===== src/hw/rtl/lfg_pkg.sv =====
// ============================================================================
// lfg_pkg: shared constants and types of the lagged Fibonacci generator
// Word widths, lags, congruential constants, seeding phase lengths, the register index and the sequencer state type.
// ============================================================================
package lfg_pkg;

    localparam int unsigned WORD_W = 32;
    localparam int unsigned OUT_W  = 31;

    // Lags of the recurrence x[k] = x[k-31] + x[k-3].
    localparam int unsigned LONG_LAG  = 31;
    localparam int unsigned SHORT_LAG = 3;

    // Multiplicative congruential seeding step.
    localparam int unsigned MULT_W = 15;
    localparam int unsigned PROD_W = WORD_W + MULT_W;
    localparam logic [MULT_W-1:0] MCG_MULT = 15'd16807;
    localparam logic [OUT_W-1:0]  MCG_MOD  = 31'h7FFF_FFFF;

    // Seeding phases: words 1 to 30, the copies 31 to 33, warm-up 34 to 343.
    localparam int unsigned COPY_START = 31;
    localparam int unsigned WARM_START = 34;
    localparam int unsigned WARM_END   = 344;
    localparam int unsigned MCG_WORDS  = COPY_START - 1;
    localparam int unsigned COPY_WORDS = WARM_START - COPY_START;
    localparam int unsigned WARM_WORDS = WARM_END - WARM_START;
    localparam int unsigned CNT_W      = $clog2(WARM_WORDS);

    // Configuration register index, taken from paddr[2].
    localparam logic REG_SEED = 1'b0;

    typedef enum logic [4:0] {
        ST_RUN  = 5'b00001,
        ST_MUL  = 5'b00010,
        ST_RED  = 5'b00100,
        ST_COPY = 5'b01000,
        ST_WARM = 5'b10000
    } state_t;

endpackage


===== src/hw/rtl/lagged_fibonacci_random_generator.sv =====
// ============================================================================
// lagged_fibonacci_random_generator: additive lagged Fibonacci generator
// Lags 31 and 3, seeded from a register through a congruential step.
// ============================================================================
// Usage:
// Each word accepted on the input channel (in_valid high, in_stall low)
// asks for one 31-bit random number on the output channel. When restart is
// 1, or when the generator has not been seeded since reset, the block first
// reseeds from the seed register: the seed word, 30 congruential words
// (each a multiply state, then a reduce state), three copy words and 310
// warm-up sums, after which the result is produced. While seeding,
// in_stall stays high.
// Once seeded, a request without restart is answered in the next cycle,
// and one request per cycle is sustained while out_stall stays low: the
// only work is one 32-bit add of two taps of the 31-cell shift chain.
// The result sits in an output register; while out_valid and out_stall are
// both high that register holds, and a new request is taken only when the
// register will be free at the same edge.
// Reset clears the sequencer and the seeded flag and sets the seed register
// to 1; the history chain itself is not reset, since seeding always fills
// it before any number is drawn from it.
// The seed register sits at byte address 0 of the APB port; writes take
// effect at the next seeding.
// ============================================================================
module lagged_fibonacci_random_generator
(
    input  logic                         clk,
    input  logic                         rst_n,
    // Configuration port
    input  logic                         psel,
    input  logic                         penable,
    input  logic                         pwrite,
    input  logic [2:0]                   paddr,
    input  logic [31:0]                  pwdata,
    output logic [31:0]                  prdata,
    output logic                         pready,
    // Request channel
    input  logic                         in_valid,
    output logic                         in_stall,
    input  logic                         restart,
    // Result channel
    output logic                         out_valid,
    input  logic                         out_stall,
    output logic [lfg_pkg::OUT_W-1:0]    random_value
);

    lfg_pkg::state_t state_reg, state_next;
    logic [lfg_pkg::CNT_W-1:0]  cnt_reg, cnt_next;
    logic                       seeded_reg, seeded_next;
    logic                       pending_reg, pending_next;
    logic                       out_valid_reg, out_valid_next;
    logic [lfg_pkg::OUT_W-1:0]  value_reg;
    logic [lfg_pkg::WORD_W-1:0] seed_reg;

    // cell_word[0] is the newest word, cell_word[30] the one 31 steps back.
    logic [lfg_pkg::WORD_W-1:0] cell_word [lfg_pkg::LONG_LAG];
    logic [lfg_pkg::WORD_W-1:0] shift_data;
    logic [lfg_pkg::WORD_W-1:0] lag_sum;
    logic [lfg_pkg::OUT_W-1:0]  mcg_word;
    logic                       shift;
    logic                       mcg_load;
    logic                       out_free;
    logic                       in_accept;
    logic                       need_seed;
    logic                       do_gen;
    logic                       cfg_write;

    // ------------------------------------------------------------------
    // Configuration: one seed register, read back on any read at index 0.
    // ------------------------------------------------------------------
    assign pready    = 1'b1;
    assign cfg_write = psel && penable && pwrite && pready && (paddr[2] == lfg_pkg::REG_SEED);
    assign prdata    = (paddr[2] == lfg_pkg::REG_SEED) ? seed_reg : '0;

    always_ff @(posedge clk or negedge rst_n)
    begin
        if (!rst_n)
        begin
            seed_reg <= 32'd1;
        end
        else if (cfg_write)
        begin
            seed_reg <= pwdata;
        end
    end

    // ------------------------------------------------------------------
    // Handshake. A request is taken only while running with no seeding
    // result waiting, and when the output register frees at this edge.
    // ------------------------------------------------------------------
    assign out_free  = !out_valid_reg || !out_stall;
    assign in_stall  = !((state_reg == lfg_pkg::ST_RUN) && !pending_reg && out_free);
    assign in_accept = in_valid && !in_stall;
    assign need_seed = restart || !seeded_reg;
    assign do_gen    = (state_reg == lfg_pkg::ST_RUN) && out_free
                    && (pending_reg || (in_accept && !need_seed));

    assign lag_sum = cell_word[lfg_pkg::LONG_LAG-1] + cell_word[lfg_pkg::SHORT_LAG-1];

    // ------------------------------------------------------------------
    // Seeding sequencer and chain feed.
    // ------------------------------------------------------------------
    always_comb
    begin
        state_next     = state_reg;
        cnt_next       = cnt_reg;
        seeded_next    = seeded_reg;
        pending_next   = pending_reg;
        shift          = 1'b0;
        shift_data     = lag_sum;
        mcg_load       = 1'b0;
        case (state_reg)
            lfg_pkg::ST_RUN:
            begin
                if (do_gen)
                begin
                    shift        = 1'b1;
                    pending_next = 1'b0;
                end
                else if (in_accept && need_seed)
                begin
                    // The seed becomes word 0 of the new history.
                    shift       = 1'b1;
                    shift_data  = seed_reg;
                    seeded_next = 1'b0;
                    cnt_next    = '0;
                    state_next  = lfg_pkg::ST_MUL;
                end
            end
            lfg_pkg::ST_MUL:
            begin
                mcg_load   = 1'b1;
                state_next = lfg_pkg::ST_RED;
            end
            lfg_pkg::ST_RED:
            begin
                shift      = 1'b1;
                shift_data = lfg_pkg::WORD_W'(mcg_word);
                if (cnt_reg == lfg_pkg::CNT_W'(lfg_pkg::MCG_WORDS - 1))
                begin
                    cnt_next   = '0;
                    state_next = lfg_pkg::ST_COPY;
                end
                else
                begin
                    cnt_next   = cnt_reg + 1'b1;
                    state_next = lfg_pkg::ST_MUL;
                end
            end
            lfg_pkg::ST_COPY:
            begin
                // Words 31 to 33 repeat words 0 to 2, the oldest cell.
                shift      = 1'b1;
                shift_data = cell_word[lfg_pkg::LONG_LAG-1];
                if (cnt_reg == lfg_pkg::CNT_W'(lfg_pkg::COPY_WORDS - 1))
                begin
                    cnt_next   = '0;
                    state_next = lfg_pkg::ST_WARM;
                end
                else
                begin
                    cnt_next = cnt_reg + 1'b1;
                end
            end
            lfg_pkg::ST_WARM:
            begin
                shift = 1'b1;
                if (cnt_reg == lfg_pkg::CNT_W'(lfg_pkg::WARM_WORDS - 1))
                begin
                    cnt_next     = '0;
                    seeded_next  = 1'b1;
                    pending_next = 1'b1;
                    state_next   = lfg_pkg::ST_RUN;
                end
                else
                begin
                    cnt_next = cnt_reg + 1'b1;
                end
            end
            default:
            begin
                state_next = lfg_pkg::ST_RUN;
            end
        endcase
    end

    always_comb
    begin
        out_valid_next = out_valid_reg;
        if (out_free)
        begin
            out_valid_next = do_gen;
        end
    end

    always_ff @(posedge clk or negedge rst_n)
    begin
        if (!rst_n)
        begin
            state_reg     <= lfg_pkg::ST_RUN;
            cnt_reg       <= '0;
            seeded_reg    <= 1'b0;
            pending_reg   <= 1'b0;
            out_valid_reg <= 1'b0;
        end
        else
        begin
            state_reg     <= state_next;
            cnt_reg       <= cnt_next;
            seeded_reg    <= seeded_next;
            pending_reg   <= pending_next;
            out_valid_reg <= out_valid_next;
        end
    end

    always_ff @(posedge clk)
    begin
        if (do_gen)
        begin
            value_reg <= lag_sum[lfg_pkg::WORD_W-1:1];
        end
    end

    assign out_valid    = out_valid_reg;
    assign random_value = value_reg;

    // ------------------------------------------------------------------
    // History chain and seeding multiplier.
    // ------------------------------------------------------------------
    for (genvar i = 0; i < lfg_pkg::LONG_LAG; i++)
    begin : g_cell
        lfg_cell u_cell
        (
            .clk      (clk),
            .shift    (shift),
            .word_in  ((i == 0) ? shift_data : cell_word[(i == 0) ? 0 : i - 1]),
            .word_out (cell_word[i])
        );
    end

    lfg_mcg u_mcg
    (
        .clk      (clk),
        .load     (mcg_load),
        .word_in  (cell_word[0]),
        .word_out (mcg_word)
    );

endmodule


===== src/hw/rtl/lfg_cell.sv =====
// ============================================================================
// lfg_cell: one history word of the generator chain
// Holds a word and takes its neighbor's word whenever the chain shifts.
// ============================================================================
module lfg_cell
(
    input  logic                        clk,
    input  logic                        shift,
    input  logic [lfg_pkg::WORD_W-1:0]  word_in,
    output logic [lfg_pkg::WORD_W-1:0]  word_out
);

    logic [lfg_pkg::WORD_W-1:0] word_reg;

    always_ff @(posedge clk)
    begin
        if (shift)
        begin
            word_reg <= word_in;
        end
    end

    assign word_out = word_reg;

endmodule


===== src/hw/rtl/lfg_mcg.sv =====
// ============================================================================
// lfg_mcg: congruential seeding step
// Multiplies the previous word by 16807 and reduces modulo 2^31-1.
// ============================================================================
module lfg_mcg
(
    input  logic                        clk,
    input  logic                        load,
    input  logic [lfg_pkg::WORD_W-1:0]  word_in,
    output logic [lfg_pkg::OUT_W-1:0]   word_out
);

    logic [lfg_pkg::WORD_W-1:0] fold;
    logic [lfg_pkg::PROD_W-1:0] prod_reg;
    logic [lfg_pkg::PROD_W-1:0] prod_next;
    logic [lfg_pkg::WORD_W-1:0] part_sum;
    logic [lfg_pkg::OUT_W-1:0]  reduced;

    // A negative seed is moved up by twice the modulus, which keeps the residue.
    assign fold      = word_in[lfg_pkg::WORD_W-1] ? (word_in - 32'd2) : word_in;
    assign prod_next = lfg_pkg::PROD_W'(fold) * lfg_pkg::PROD_W'(lfg_pkg::MCG_MULT);

    always_ff @(posedge clk)
    begin
        if (load)
        begin
            prod_reg <= prod_next;
        end
    end

    // 2^31 is one modulo 2^31-1, so the high part folds onto the low part.
    assign part_sum = {1'b0, prod_reg[lfg_pkg::OUT_W-1:0]}
                    + lfg_pkg::WORD_W'(prod_reg[lfg_pkg::PROD_W-1:lfg_pkg::OUT_W]);
    assign reduced  = part_sum[lfg_pkg::OUT_W-1:0]
                    + lfg_pkg::OUT_W'(part_sum[lfg_pkg::WORD_W-1]);
    assign word_out = (reduced == lfg_pkg::MCG_MOD) ? '0 : reduced;

endmodule


===== config.mk =====
export PLATFORM = sky130hd
export DESIGN_NAME = lagged_fibonacci_random_generator
export DESIGN_NICKNAME = d
export VERILOG_FILES = /design/src/hw/rtl/lfg_pkg.sv /design/src/hw/rtl/lagged_fibonacci_random_generator.sv /design/src/hw/rtl/lfg_cell.sv /design/src/hw/rtl/lfg_mcg.sv
export SDC_FILE = /design/constraint.sdc
export NUM_CORES = 1
export LEC_CHECK = 0
export BUFFER_PORTS_ARGS = -buffer_cell sky130_fd_sc_hd__buf_2
export CAP_MARGIN = 20
export CORE_MARGIN = 1.5
export CORE_UTILIZATION = 60
export DETAILED_ROUTE_END_ITERATION = 7
export PLACE_DENSITY_LB_ADDON = 0.12
export SYNTH_ARGS = -nofsm -noshare
export SYNTH_HDL_FRONTEND = slang
export SYNTH_HIERARCHICAL = 1
export SYNTH_SLANG_ARGS = --single-unit
export TNS_END_PERCENT = 30

===== constraint.sdc =====
create_clock -name clk -period 47.1 [get_ports clk]
set_clock_uncertainty 0.15 [all_clocks]
set_input_delay 4.71 -clock clk [delete_from_list [all_inputs] [get_ports clk]]
set_output_delay 4.71 -clock clk [all_outputs]
set_load 0.01 [all_outputs]

Word-level counts from Yosys, hierarchy flattened --
Index checks and enable logic that the tools add are counted. W data, S select, Z words.
Storage, ports and cells: register bits after elaboration 1119, bits in latches 0, memory bits (writable) 0, bits in read-only memories 0, input port bits 43, output and inout bits 66, logic and storage cells 114, memories 0
Operators by class: $add $sub $neg 5, multipliers 1, div/mod/pow operators 0, magnitude comparators 0, equality and inequality tests 14, shift-type cells 0, muxes and demuxes 28, bitwise logic cells 1, reduce and logical (&&, ||, !) cells 26
Operator list (number):
- $mux W32 | 4
- $pmux W32 S3 | 1
- $mul A32 B15 Y47 const B | 1
- $mux W9 | 5
- $pmux W9 S4 | 1
- $add A31 B16 Y32 | 1
- $add A32 B32 Y32 | 1
- $sub A32 B2 Y32 const B | 1
- $add A31 B1 Y31 | 1
- $eq A31 B31 Y1 const B | 1
- $mux W31 | 1
- $pmux W5 S5 | 1
- $mux W5 | 4
- $logic_and A1 B1 Y1 | 10
- $add A9 B1 Y9 const B | 1
- $eq A9 B2 Y1 const B | 1
- $eq A9 B5 Y1 const B | 1
- $eq A9 B9 Y1 const B | 1
- $ne A2 B2 Y1 const B | 4
- $reduce_and A4 Y1 | 2
- $mux W1 | 7
- $logic_not A1 Y1 | 6
- $pmux W1 S2 | 3
- $reduce_and A3 Y1 | 2
- other kinds (12) | 14

Depth between registers and ports, before layout --
Gate-level depths: netlist of the first run.
depth after elaboration 9, mapped depth 33, depth with buffers taken out 32

Modules after synthesis --
Netlist of the first run, hierarchy kept.
Modules (own cells, without submodules):
- lfg_cell | instances 31, cells each 32, area an instance 960.9 um2, sequential area each 960.9 um2
- lfg_mcg | instances 1, cells each 1415, area an instance 12583.3 um2, sequential area each 1411.4 um2
- lagged_fibonacci_random_generator | instances 1, cells each 547, area an instance 5526.6 um2, sequential area each 2159.6 um2

Worst setup path after synthesis of the first run --
Ideal clock, no wire load.
path kind input port to flip-flop, from input out_stall, to register g_cell[0].u_cell.word_reg (netlist bit g_cell[0].u_cell/word_out[0]), enable pin, setup time 6.843 ns, arrival time 21.588 ns, data required time 40.107 ns, slack 18.518 ns, stages on the path 6, buffers on the path 0, path through nand2_1 > nand4b_1 > a2111oi_2 > or3_1 > nor2_1 > nand2_1
Between the ends: cells in the longest elaborated chain, start to end 9, elaborated cells on any way between the ends 12, classes of those cells 3 x mux; 9 x reduce/logical
RTL lines:
- from (decl) | line lagged_fibonacci_random_generator.sv:43 | input logic out_stall,
- $logic_not A1 Y1 (*) | line lagged_fibonacci_random_generator.sv:91 | assign out_free = !out_valid_reg || !out_stall;
- $logic_or A1 B1 Y1 (*) | line lagged_fibonacci_random_generator.sv:91
- $logic_and A1 B1 Y1 | line lagged_fibonacci_random_generator.sv:92 | assign in_stall = !((state_reg == lfg_pkg::ST_RUN) && !pending_reg && out_free);
- $logic_and A1 B1 Y1 | line lagged_fibonacci_random_generator.sv:93 | assign in_accept = in_valid && !in_stall;
- $logic_and A1 B1 Y1 | line lagged_fibonacci_random_generator.sv:96 | && (pending_reg || (in_accept && !need_seed));
- $logic_or A1 B1 Y1 | line lagged_fibonacci_random_generator.sv:96
- $logic_and A1 B1 Y1 | line lagged_fibonacci_random_generator.sv:96
- $mux W1 (*) | line lagged_fibonacci_random_generator.sv:115 | if (do_gen)
- $pmux W1 S2 (*) | line lagged_fibonacci_random_generator.sv:112 | case (state_reg)
- via shift | line lagged_fibonacci_random_generator.sv:60 | logic shift;
- to (signal assigned) | line lfg_cell.sv:19 | word_reg <= word_in;
- to (decl) | line lfg_cell.sv:13 | logic [lfg_pkg::WORD_W-1:0] word_reg;
Mark *: on every way through the listed nets, which the timed path passes. The rest lies on a longest branch. A chain may end at the register's enable or synchronous reset.

Worst setup path after layout of the first run --
from input paddr[2], to output prdata[20]
Between the ends: cells in the longest elaborated chain, start to end 1
RTL lines:
- from (decl) | line lagged_fibonacci_random_generator.sv:33 | input logic [2:0] paddr,
- $mux W32 | line lagged_fibonacci_random_generator.sv:73 | assign prdata = (paddr[2] == lfg_pkg::REG_SEED) ? seed_reg : '0;
- to (decl) | line lagged_fibonacci_random_generator.sv:35 | output logic [31:0] prdata,
Every way passes these cells.

==> metrics.cfg, run 1 <==
[logic_synthesis]
synth_compound_area_share_pct=5.98
synthArstFlopShare_pct=4.38
synth_top_family_by_area=adder cells
syn_inst=2954
synthSimpleGateAreaFrac_pct=5.53
ys_ff_latch=1119
yosysWarnings=6
synth_fa_ha_area_share_pct=11.9
synth_cell_types=98
yosysSeqAreaShare_pct=69.6
ys_dominant_reg_cell=edfxtp_1
syn-cell-area_sq_um=47900
synthXorXnorAreaFrac_pct=3.15
synth_nets=3375
synth_edf_count=1070
syn_avg_cell_area_sq_um=16.2
muxShareOfSynthArea_pct=0.922

[min_path]
holdPathStages=0
whs_endpoint=g_cell[12].u_cell/word_out[9]
min_from=g_cell[11].u_cell/word_out[9]
hp-class=register to register

[placed_design]
gp_congestion=0.921
dp_worst_setup_slack_ns=35.64
dp_hpwl_mm=62.3
io_buffers=105

[global_route]
antenna_found_initial=2
first_global_vias=24900
grt_first_pass_wirelength_mm=148
grt_overflow=0
grt_max_degree=226
grt_util_all_layers_pct=24.1

[critical_path]
rr_endpoint=u_mcg/prod_reg[41]
setup.worst_path.start=paddr[2]
cp_data_arrival_time_ns=5.86
rrSetupSlack_ns=37.50
critPathLaunchType=primary input
cpPeakStageDelay_ns=0.78
reg2reg_depth=30
end_kind=primary output
critPathMostFrequentCell=buf_2
worstPathMaxFanout=33
critical-path-slowest-cell=buf_2
criticalPathCategory=primary input to primary output
required_ns=42.24
r2r_start=g_cell[0].u_cell/word_out[7]
path_cells=buf_2, nor2b_1, buf_2

[clocking]
cts_hold_buf=0
clock_path_buffers=3
tritoncts=done
clk_latency_ns=0.70
postCtsSetupBuffers=0
cts_resized=0
htreeDepth=3
cts_sinks=1119
numCtsBuffers=105
root_buffer=clkbuf_16
clk_pin_slew_ns=0.06

[final_layout]
multi_input_area_sq_um=13200
syn_to_final_growth_pct=11.8
n_fill_cell=5228
final_layout_size_suffix_gt1_share_pct=12.1
largest_reg_flops=992
fin_util_pct=67.8
seq_area_sq_um=33400
nNetsFinal=3569

[flow_run]
cap_violations=0

[route]
vias_per_cell=5.76
wl_per_cell_um=22.3
vias=24700
drcViolationCount=0
totalWireLength_mm=95.7
firstDrtPassIters=6
detail_route.iter0.violations=2107
ant_nets=0

[floorplanning]
start_util_pct=60.6
rows=103
core-area_sq_um=79000
die_area_sq_um=81500
dieHeight_um=286
die_w_um=286
io_pins=109

[sta]
rsz0062_at_grt=no
finalHoldViolations=0
worstMarginPinSlew_ns=1.15
setup_viol=0
final-max-slew-violation-count=0
relSlewSlack_pct=23.2
max_freq_mhz=93.3
finalCritPeriodShare_pct=22.8
fin_ws_ns=36.38
tns_ns=0
fin_crit_ns=10.72

[outcome]
outcome=completed

[cells by family after synthesis]
| group | Yosys count |
|---|---|
| other | 1 |
| muxes | 40 |
| buffers and inverters | 354 |
| adders and majority gates | 378 |
| DFF | 1119 |
| xor gates and xnor gates | 172 |
| and+or+nand+nor | 494 |
| AOI/OAI and AO/OA | 396 |
[layout make-up]
class / count / share of cell area, %
clock buffers: 116 / 4.98
multi-input cells: 1481 / 24.7
clock inverters: 80 / 1.92
repair buffers: 138 / 1.56
inverters: 303 / 2.12
diodes: 1 / 0.00467
flip-flops and latches: 1119 / 62.3
well taps: 1050 / 2.45
[how the worst max path moves through the flow]
| stage | end | cells past startpoint |
|---|---|---|
| after floorplan | g_cell[0].u_cell/word_out[0] | 6 |
| after global placement | g_cell[26].u_cell/word_out[26] | 12 |
| after detailed placement | g_cell[24].u_cell/word_out[29] | 12 |
| after CTS | prdata[20] | 3 |
| after global routing | g_cell[26].u_cell/word_out[29] | 13 |
| final | prdata[20] | 3 |
[layout by cell type (no fill, tap or decap), types with 11 or more instances in the layout]
| master | netlist | final |
|---|---|---|
| nor3_1 | 32 | 31 |
| nor2_1 | 105 | 105 |
| a22o_1 | 31 | 31 |
| o21bai_1 | 16 | 16 |
| mux2_2 | 33 | 33 |
| clkbuf_1 | 39 | 11 |
| nand2b_1 | 17 | 17 |
| nor4_1 | 13 | 13 |
| xnor2_1 | 107 | 107 |
| and2_1 | 11 | 11 |
| inv_1 | 302 | 302 |
| a221o_1 | 30 | 30 |
| and3_1 | 19 | 18 |
| dfrtp_1 | 47 | 47 |
| nand2_1 | 94 | 93 |
| ha_1 | 247 | 247 |
| o21ai_0 | 53 | 53 |
| a21o_1 | 48 | 48 |
| a211oi_1 | 17 | 17 |
| buf_4 | 1 | 28 |
| fa_1 | 131 | 131 |
| nor2_2 | 19 | 19 |
| nand3_1 | 45 | 45 |
| nor2b_1 | 50 | 50 |
| a21oi_1 | 83 | 83 |
| o21a_1 | 16 | 16 |
| clkinv_1 | 0 | 21 |
| xor2_1 | 65 | 65 |
| bufinv_16 | 0 | 18 |
| edfxtp_1 | 1070 | 1070 |
| clkbuf_16 | 0 | 105 |
| nand4_1 | 26 | 26 |
| clkinv_2 | 0 | 21 |
| buf_2 | 7 | 105 |
[synthesized netlist by cell type (4+ instances only)]
master     instances  area share, %
a211o_1            5          0.091
a211oi_1          17           0.27
a21o_1            48           0.75
a21oi_1           83           0.87
a221o_1           30           0.63
a22o_1            31           0.57
a31o_2             4          0.073
a31oi_1            8           0.10
and2_1            11           0.14
and3_1            19           0.25
and4_1             6           0.11
buf_2              7          0.073
clkbuf_1          39           0.31
dfrtp_1           47            2.5
edfxtp_1        1070             67
fa_1             131            5.5
ha_1             247            6.5
inv_1            302            2.4
mux2_2            33           0.78
mux2i_1            7           0.15
nand2_1           94           0.74
nand2b_1          17           0.22
nand3_1           45           0.47
nand4_1           26           0.34
nor2_1           105           0.82
nor2_2            19           0.25
nor2b_1           50           0.65
nor3_1            32           0.33
nor3b_1            7           0.11
nor4_1            13           0.17
o2111ai_1          4          0.073
o211ai_1           8           0.13
o21a_1            16           0.25
o21ai_0           53           0.55
o21ai_1            9          0.094
o21bai_1          16           0.25
o31ai_1           10           0.16
or2_2              6          0.078
or3_1             10           0.13
or4_1              7           0.11
xnor2_1          107            2.0
xor2_1            65            1.2
[stage by stage]
stage	instances	hold WS (ns)	instance area [sq um]
4_1_cts	4283	0.225	53500
6_report	4288	0.233	53600
2_1_floorplan	2954	0.250	47900
3_5_place_dp	4087	0.255	49800
5_1_grt	4287	0.239	53600
3_3_place_gp	4087	0.250	49800
[metal layers]
layer	global-route usage (%)	wire length (um)	part of all wire, %	vias up
li1	-	-	-	11300
met1	35.8	43300	45	12600
met2	38.2	45900	48	615
met3	2.95	4000	4.2	147
met4	7.05	2490	2.6	0
met5	0	0	0	-
[worst max-delay path: cells and delay by family]
family / cells / cell delay, ns
and+or+nand+nor: 1 / 0.17
buffers and inverters: 2 / 0.98
Power of run 1 is not shown: default switching activity piles up to over one toggle a cycle in this logic, so the estimate is an artifact.
==> inputs of run 2 (changes only) <==
CORE_UTILIZATION = 57   (was 60)
clock period = 9.85 ns   (was 47.1 ns; I/O delays follow)
==> metrics.cfg, run 2 (synthesized netlist as in run 1, its figures left out) <==
[critical_path]
rr_endpoint=u_mcg/prod_reg[41]
required_ns=10.12  ; -32.12 ns
cpPeakStageDelay_ns=0.63  ; -0.15 ns
critical-path-slowest-cell=or4_1
worstPathMaxFanout=6  ; -82%
cp_data_arrival_time_ns=9.58  ; +3.72 ns
rrSetupSlack_ns=0.54  ; -36.96 ns
critPathLaunchType=register
criticalPathCategory=register to register
end_kind=register
r2r_start=g_cell[0].u_cell/word_out[7]
reg2reg_depth=30  ; unchanged
critPathMostFrequentCell=fa_1

[min_path]
whs_endpoint=g_cell[2].u_cell/word_out[3]
holdPathStages=0  ; unchanged
hp-class=register to register
min_from=g_cell[1].u_cell/word_out[3]

[floorplanning]
dieHeight_um=293  ; +2.6%
io_pins=109  ; unchanged
rows=106  ; +2.9%
die_w_um=293  ; +2.6%
start_util_pct=57.4  ; -3.2 points
die_area_sq_um=85800  ; +5.2%
core-area_sq_um=83400  ; +5.6%

[sta]
max_freq_mhz=107
fin_crit_ns=9.31
rsz0062_at_grt=no
fin_ws_ns=0.537  ; -35.84 ns
setup_viol=0  ; unchanged
tns_ns=0  ; unchanged
finalCritPeriodShare_pct=94.6
relSlewSlack_pct=24.2  ; +1.0 points
worstMarginPinSlew_ns=1.14  ; -0.0157 ns
finalHoldViolations=0  ; unchanged
final-max-slew-violation-count=0  ; unchanged

[global_route]
first_global_vias=24700  ; -1.0%
antenna_found_initial=3  ; +1
grt_util_all_layers_pct=21.8  ; -2.4 points
grt_max_degree=225  ; -0.44%
grt_overflow=0  ; unchanged
grt_first_pass_wirelength_mm=142  ; -4.1%

[final_layout]
layout_commonest_cell=edfxtp_1
final_layout_size_suffix_gt1_share_pct=12.7  ; +0.54 points
syn_to_final_growth_pct=11.6
nNetsFinal=3581  ; +0.34%
final_cell_mix=1,070 x edfxtp_1, 302 x inv_1, 247 x ha_1
largest_reg_flops=992  ; unchanged

[clocking]
numCtsBuffers=106  ; +0.95%
cts_sinks=1119  ; unchanged
clk_latency_ns=0.69  ; about the same
htreeDepth=3  ; unchanged
clk_pin_slew_ns=0.07  ; about the same
clock_path_buffers=3  ; unchanged
tritoncts=done
root_buffer=clkbuf_16
postCtsSetupBuffers=0  ; unchanged

[placed_design]
dp_worst_setup_slack_ns=0.403  ; -35.24 ns
dp_hpwl_mm=62.6  ; +0.49%
gp_congestion=0.894  ; -2.9%
io_buffers=105  ; unchanged

[route]
drcViolationCount=0  ; unchanged
wl_per_cell_um=21.1  ; -5.5%
vias_per_cell=5.65  ; -1.9%
vias=24500  ; -0.93%
firstDrtPassIters=5  ; -1
ant_nets=0  ; unchanged
detail_route.iter0.violations=2048  ; -2.8%
totalWireLength_mm=91.3  ; -4.6%

[outcome]
outcome=completed

[flow_run]
cap_violations=0  ; unchanged

[run 2: worst max-delay path by stage]
stage	startpoint	to	slack (ns)
finish	g_cell[0].u_cell/word_out[7]	u_mcg/prod_reg[41]	0.54
global placement	g_cell[0].u_cell/word_out[7]	u_mcg/prod_reg[41]	0.53
global route	g_cell[0].u_cell/word_out[7]	u_mcg/prod_reg[41]	0.04
CTS	g_cell[0].u_cell/word_out[7]	u_mcg/prod_reg[41]	0.37
floorplan	out_stall	g_cell[0].u_cell/word_out[0]	0.38
detailed placement	g_cell[0].u_cell/word_out[7]	u_mcg/prod_reg[41]	0.40
[run 2: routing by layer]
metal / wire length [um] / vias up / GRT usage, %
li1: - / 11300 / -
met1: 42500 / 12400 / 32.9
met2: 42100 / 626 / 33.4
met3: 4480 / 136 / 2.85
met4: 2160 / 0 / 6.48
met5: 0 / - / 0
[run 2: timing repair]
item                       CTS  global route
gates resized for setup      0             1
setup endpoints to repair    0             1
hold buffers                 0             0
[run 2: final cells by class]
cell class                 instances  area [sq um]
clock buffer                     125          2830
antenna                            3          7.51
multi-input combinational       1481         13200
clock inverter                    71           639
fill                            5894         30000
tap                             1080          1350
sequential                      1119         33400
timing repair buffer             149           918
inverter                         303          1140
[run 2: critical path: cells and delay by family, from the launching register on]
kind	cells	cell delay (ns)
buffers and inverters	4	0.58
DFF	1	0.52
xor gates and xnor gates	2	0.41
AOI/OAI and AO/OA	11	2.26
and+or+nand+nor	6	1.93
adders and majority gates	7	3.22
[run 2: stage by stage]
step                      cells  area (sq um)  hold WS [ns]  util, %
after floorplan            2954         47900         0.250        -
after global placement     4130         50000         0.250     59.9
after detailed placement   4130         50000         0.255     59.9
after CTS                  4326         53400         0.238     64.0
after global routing       4328         53500         0.247     64.1
final                      4331         53500         0.239     64.1
Power of run 2 is left out for the same reason.
